### config.mk
export PLATFORM = sky130hd
export DESIGN_NAME = phm_ctrl
export DESIGN_NICKNAME = d
export VERILOG_FILES = /design/src/hw/rtl/phm_pkg.sv /design/src/hw/rtl/phm_ctrl.sv
export SDC_FILE = /design/constraint.sdc
export NUM_CORES = 1
export LEC_CHECK = 0
export BUFFER_PORTS_ARGS = -buffer_cell sky130_fd_sc_hd__buf_2
export CAP_MARGIN = 20
export CORE_AREA = 2 2 39 41
export DETAILED_ROUTE_END_ITERATION = 8
export DIE_AREA = 0 0 41 43
export GPL_TIMING_DRIVEN = 0
export PLACE_DENSITY = 0.62
export SYNTH_ARGS = -nofsm -noshare
export SYNTH_HDL_FRONTEND = slang
export SYNTH_SLANG_ARGS = --single-unit
### constraint.sdc
create_clock -name clk_i -period 1.88 [get_ports clk_i]
set_input_delay 0.188 -clock clk_i [delete_from_list [all_inputs] [get_ports clk_i]]
set_output_delay 0.188 -clock clk_i [all_outputs]
set_load 0.03 [all_outputs]
### src/hw/rtl/phm_pkg.sv
`default_nettype none
package phm_pkg;
  localparam int unsigned TableDepth = 1024;
  localparam int unsigned IdxW = $clog2(TableDepth);
  localparam int unsigned MaxStrokes = 4;
  localparam int unsigned StrokeBits = 24;
  localparam int unsigned ProbeLimit = 64;
  localparam int unsigned ProbeW = $clog2(TableDepth + 1);
  localparam logic [16:0] DataBytes = 17'd65536;
  localparam logic [3:0] SizeLog2Max = 4'(IdxW);
  localparam logic [3:0] SizeLog2Reset = 4'd10;

  typedef enum logic [1:0] {
    OP_LOOKUP = 2'd0,
    OP_INSERT = 2'd1,
    OP_REMOVE = 2'd2,
    OP_CLEAR  = 2'd3
  } op_e;

  typedef enum logic [1:0] {
    ST_OK        = 2'd0,
    ST_NOT_FOUND = 2'd1,
    ST_NO_SPACE  = 2'd2,
    ST_FULL      = 2'd3
  } status_e;

  typedef enum logic [1:0] {
    TAG_EMPTY   = 2'd0,
    TAG_DELETED = 2'd1,
    TAG_USED    = 2'd2
  } tag_e;

  localparam logic CfgSizeIdx = 1'b0;
  localparam logic CfgCapIdx  = 1'b1;

  typedef struct packed {
    logic load;
    logic clr_step;
    logic clr_start;
    logic rd;
    logic advance;
    logic wr_used;
    logic wr_deleted;
    logic reserve;
    logic clear_regs;
    logic [1:0] result;
  } phm_cmd_t;

  typedef struct packed {
    logic [1:0] op;
    logic no_space;
    logic [1:0] tag;
    logic match;
    logic probe_done;
    logic clr_done;
  } phm_stat_t;
endpackage
`default_nettype wire

### src/hw/rtl/phm_ctrl.sv
`default_nettype none
module phm_ctrl (
  input  wire logic               clk_i,
  input  wire logic               rst_ni,
  input  wire logic               in_valid_i,
  output logic                    in_ready_o,
  output logic                    out_valid_o,
  input  wire logic               out_ready_i,
  input  wire phm_pkg::phm_stat_t stat_i,
  output phm_pkg::phm_cmd_t       cmd_o
);
  typedef enum logic [2:0] {
    S_INIT, S_IDLE, S_START, S_READ, S_EVAL, S_CLEAR, S_DONE
  } state_e;
  state_e state_q;
  logic out_busy;

  assign out_busy = out_valid_o && !out_ready_i;
  assign in_ready_o = (state_q == S_IDLE) && !out_busy;

  always_comb begin
    cmd_o = '0;
    case (state_q)
      S_INIT: cmd_o.clr_step = 1'b1;
      S_IDLE: cmd_o.load = in_valid_i && in_ready_o;
      S_START: begin
        if (stat_i.op == phm_pkg::OP_CLEAR) cmd_o.clr_start = 1'b1;
        else if (stat_i.op == phm_pkg::OP_INSERT && !stat_i.no_space)
          cmd_o.reserve = 1'b1;
      end
      S_READ: if (!stat_i.probe_done) cmd_o.rd = 1'b1;
      S_EVAL: begin
        if (stat_i.op == phm_pkg::OP_INSERT) begin
          if (stat_i.tag != phm_pkg::TAG_USED || stat_i.match) cmd_o.wr_used = 1'b1;
          else cmd_o.advance = 1'b1;
        end else if (stat_i.tag != phm_pkg::TAG_EMPTY) begin
          if (stat_i.tag == phm_pkg::TAG_USED && stat_i.match) begin
            if (stat_i.op == phm_pkg::OP_REMOVE) cmd_o.wr_deleted = 1'b1;
          end else cmd_o.advance = 1'b1;
        end
      end
      S_CLEAR: begin
        cmd_o.clr_step = 1'b1;
        if (stat_i.clr_done) cmd_o.clear_regs = 1'b1;
      end
      default: ;
    endcase
    // result codes: 1 hit, 2 miss, 3 special
    if (state_q == S_START && (stat_i.op == phm_pkg::OP_INSERT && stat_i.no_space))
      cmd_o.result = 2'd3;
    if (state_q == S_READ && stat_i.probe_done) cmd_o.result = 2'd3;
    if (state_q == S_CLEAR && stat_i.clr_done) cmd_o.result = 2'd3;
    if (state_q == S_EVAL) begin
      if (cmd_o.wr_used || cmd_o.wr_deleted ||
          (stat_i.op != phm_pkg::OP_INSERT && stat_i.tag == phm_pkg::TAG_USED &&
           stat_i.match)) cmd_o.result = 2'd1;
      else if (stat_i.op != phm_pkg::OP_INSERT && stat_i.tag == phm_pkg::TAG_EMPTY)
        cmd_o.result = 2'd2;
    end
  end

  always_ff @(posedge clk_i or negedge rst_ni) begin
    if (!rst_ni) begin
      state_q <= S_INIT;
      out_valid_o <= 1'b0;
    end else begin
      if (cmd_o.result != 2'd0) out_valid_o <= 1'b1;
      else if (out_valid_o && out_ready_i) out_valid_o <= 1'b0;
      case (state_q)
        S_INIT: if (stat_i.clr_done) state_q <= S_IDLE;
        S_IDLE: if (cmd_o.load) state_q <= S_START;
        S_START: begin
          if (stat_i.op == phm_pkg::OP_CLEAR) state_q <= S_CLEAR;
          else if (cmd_o.result != 2'd0) state_q <= S_IDLE;
          else state_q <= S_READ;
        end
        S_READ: state_q <= stat_i.probe_done ? S_IDLE : S_EVAL;
        S_EVAL: state_q <= cmd_o.advance ? S_READ : S_IDLE;
        S_CLEAR: if (stat_i.clr_done) state_q <= S_IDLE;
        default: state_q <= S_IDLE;
      endcase
    end
  end
endmodule
`default_nettype wire

==> metrics.md <==
| Metric | Value |
|---|---|
| Result of the run | complete, but fails checks |
| Failing checks | negative setup slack |
| Finished Layout Cells | 99 |
| Drt first pass iters | 4 |
| Gr ovfl total | 0 |
| Vias in the first global route | 439 |
| Critical path type | reg -> out |
| Clock transition at path regs | 0.03 ns |
| Ys Warns | 0 |
| Worst reg2reg startpoint | state_q[0] |
| Max-cap viol count | 0 |
| Core Rows | 14 |
| Worst-case reg-to-reg path depth | 5 |
| CP max FO | 4 |
| Gp weighted congestion | 0.6659 |
| WL met2 | 575 µm |
| R2R Path End | out_valid_o |
| Final ANT Viol Nets | 0 |
| Nets@finish | 97 |
| Commonest cells after routing, fill and taps aside | 20 x buf_2, 7 x buf_4, 5 x nand2b_1 |
| WL final | 1117 µm |
| Synthesis-stage register bit count | 4 |
| Synth Area in Compound Gates | 16.21% |
| Power per cell area | 1305 mW/mm² |
| I/O Buffers | 24 |
| H-tree levels | 1 |
| Core area | 0.001384 mm² |
| Synth cell types | 28 |
| Hold EP | state_q[0] |
| Worst path arrival time | 1.73 ns |
| Met3 wire length | 70 µm |
| WHS | 0.2555 ns |
| Inserted Diodes | 0 |
| Root buf cell | clkbuf_4 |
| Post-Syn Instances | 53 |
| Most common cell after layout, fill and taps aside | buf_2 |
| Final Hold Vio Count | 0 |
| Min cycle time layout | 1.920 ns |
| Register area share after synthesis | 24.46% |
| Hold path depth | 3 |
| Mapped Area | 409.1 µm² |
| Die area | 0.001763 mm² |
| Slew @ Worst Pin | 0.3344 ns |
| Simple-gate area share of the yosys netlist | 46.79% |
| Mux contribution to synthesized area | 2.446% |
| Drt drc | 0 |
| Vias per cell | 5.071 |
| Syn_nets | 65 |
| Post-synth top area cell | dfrtp_1 |
| Post-detail-place hpwl | 836.7 µm |
| Clk sinks | 4 |
| Max Fclk | 0.5209 GHz |
| Area growth, synth to finish | 58.72% |
| Starting Density | 29.57% |
| Synth area leaders | dfrtp_1 24%, nand2b_1 7.6%, nor3b_1 5.5% |
| Post-synthesis xor/xnor area fraction | 2.141% |
| Setup Skew | 0.002439 ns |
| Largest family of logic cells by synthesized area | simple AND/OR/NAND/NOR gates |
| HP Class | in -> reg |
| R2r setup slk | 0.42 ns |
| Vias | 502 |
| I/O pins | 25 |
| Met1 WL | 471 µm |
| Die H | 43 µm |
| Wire length per cell | 11.28 µm |
| Setup violators final | 2 |
| Leak | 0.3508 nW |
| Clk Latency, worst-skew pair | 0.23 ns |
| Worst vdd ir | 639.0 µV |
| Critical Path RT | 1.69 ns |
| Final WS setup | -0.03958 ns |
| Worst Hold Launch | in_valid_i |
| Clock Tree Buf Depth | 2 |
| Layout cells sized above 1 | 46.99% |
| Worst setup SP type | register |
| First-pass GRT wire length | 1697 µm |
| Total CTS buffers | 3 |
| Syn avg cell area | 7.720 µm² |
| Gr usage total | 14.73% |
| Max-slew violation count | 0 |
| Critical Path Sink Type | output pin |
| Slew HR | 77.66% |
| Share of the synthesized area in the top cell type | 24.46% |
| Post-synthesis adder-cell area fraction | 0% |
| RSZ-0062 raised after global routing | yes |
| Placed Cells | 93 |
| Fin crit share | 102.1% |
| Antenna violations before repair | 0 |
| Largest net degree at the start of global routing | 11 |
| Initial DRC Count | 3 |
| Die Wd | 41 µm |
| Max Used Layer | met3 |
| CTS tree | yes |
## synth_stat cells
cell type and count:
a211o_1 1, a21o_1 2, a21oi_1 1, a31oi_1 1, and3_1 2, and3b_1 2
buf_6 1, clkbuf_1 1, clkbuf_2 2, dfrtp_1 4, inv_1 2, mux2i_1 1
nand2_1 3, nand2b_1 5, nand3_1 2, nand4_1 1, nand4b_1 2, nor2_1 3
nor2b_1 2, nor3_1 2, nor3b_1 3, nor4_1 2, o211ai_1 2, o21ai_0 2
o22ai_1 1, or3b_1 1, or4_1 1, xor2_1 1
## per-stage QoR
| stage | setup TNS, ns | power [mW] | utilization (%) | setup WS [ns] | area (µm²) |
|---|---|---|---|---|---|
| CTS | -0.06300 | 0.8383 | 44.94 | -0.05583 | 621.8 |
| global route | -0.1518 | 0.9074 | 46.93 | -0.09537 | 649.4 |
| floorplan | 0 | 0.5398 | - | 0.005557 | 415.4 |
| finish | -0.04007 | 0.8473 | 46.93 | -0.03958 | 649.4 |
| global placement | -0.02958 | 0.6661 | 40.14 | -0.02958 | 555.5 |
| detailed placement | -0.03461 | 0.6733 | 40.14 | -0.03461 | 555.5 |
## cells by family (layout without fill, tap and decap cells)
family          after synthesis  count (layout)
flops                         4               4
compound gates               10              10
buf+inv                       6              36
mux                           1               1
xor+xnor                      1               1
simple gates                 31              31
## how the worst max path moves through the flow
stage | startpoint | endpoint | cells past startpoint
detailed placement | state_q[1] | cmd_o[1] | 6
CTS | state_q[0] | cmd_o[1] | 5
floorplan | state_q[0] | cmd_o[5] | 4
global route | state_q[0] | cmd_o[1] | 5
global placement | state_q[1] | cmd_o[1] | 6
finish | state_q[0] | cmd_o[1] | 5
## per-layer routing
layer  global-route usage (%)  up-vias
met5                        0        -
met4                    12.00        0
met3                    3.141        0
met2                    22.19       20
met1                    16.67      228
li1                         -      254
## where the power goes
group	leakage (nW)	switching (mW)	internal, mW
combinational	0.288	0.362	0.245
sequential	0.0489	0.0136	0.122
clock	0.0138	0.0326	0.0712
total	0.351	0.408	0.439
## cell type report
class	count	area, µm²
Sequential cell	4	101.3
Multi-Input combinational cell	43	307.8
Fill cell	147	734.5
Clock buffer	3	22.52
Buffer	2	16.27
Tap cell	16	20.02
Inverter	2	7.507
Timing Repair Buffer	29	173.9
## critical path, cell delays in order (launching register included)
cell	delay, ns
dfrtp_1	0.36
buf_6	0.12
or3b_4	0.37
or4_4	0.42
nand3_2	0.09
buf_6	0.13
## sequential cells by signal (all words and copies together), names as in the netlist
name	flops
state_q	3
out_valid_o	1
## repair_timing
action                                  in CTS  in global routing
hold buffers                                 1                  0
buffers inserted                             4                  0
endpoints found under the setup margin       3                  3
endpoints found under the hold margin        4                  0
pin swaps                                    1                  1
gates resized for setup                      6                  8
Note: power is estimated with default switching activity, not from simulation.
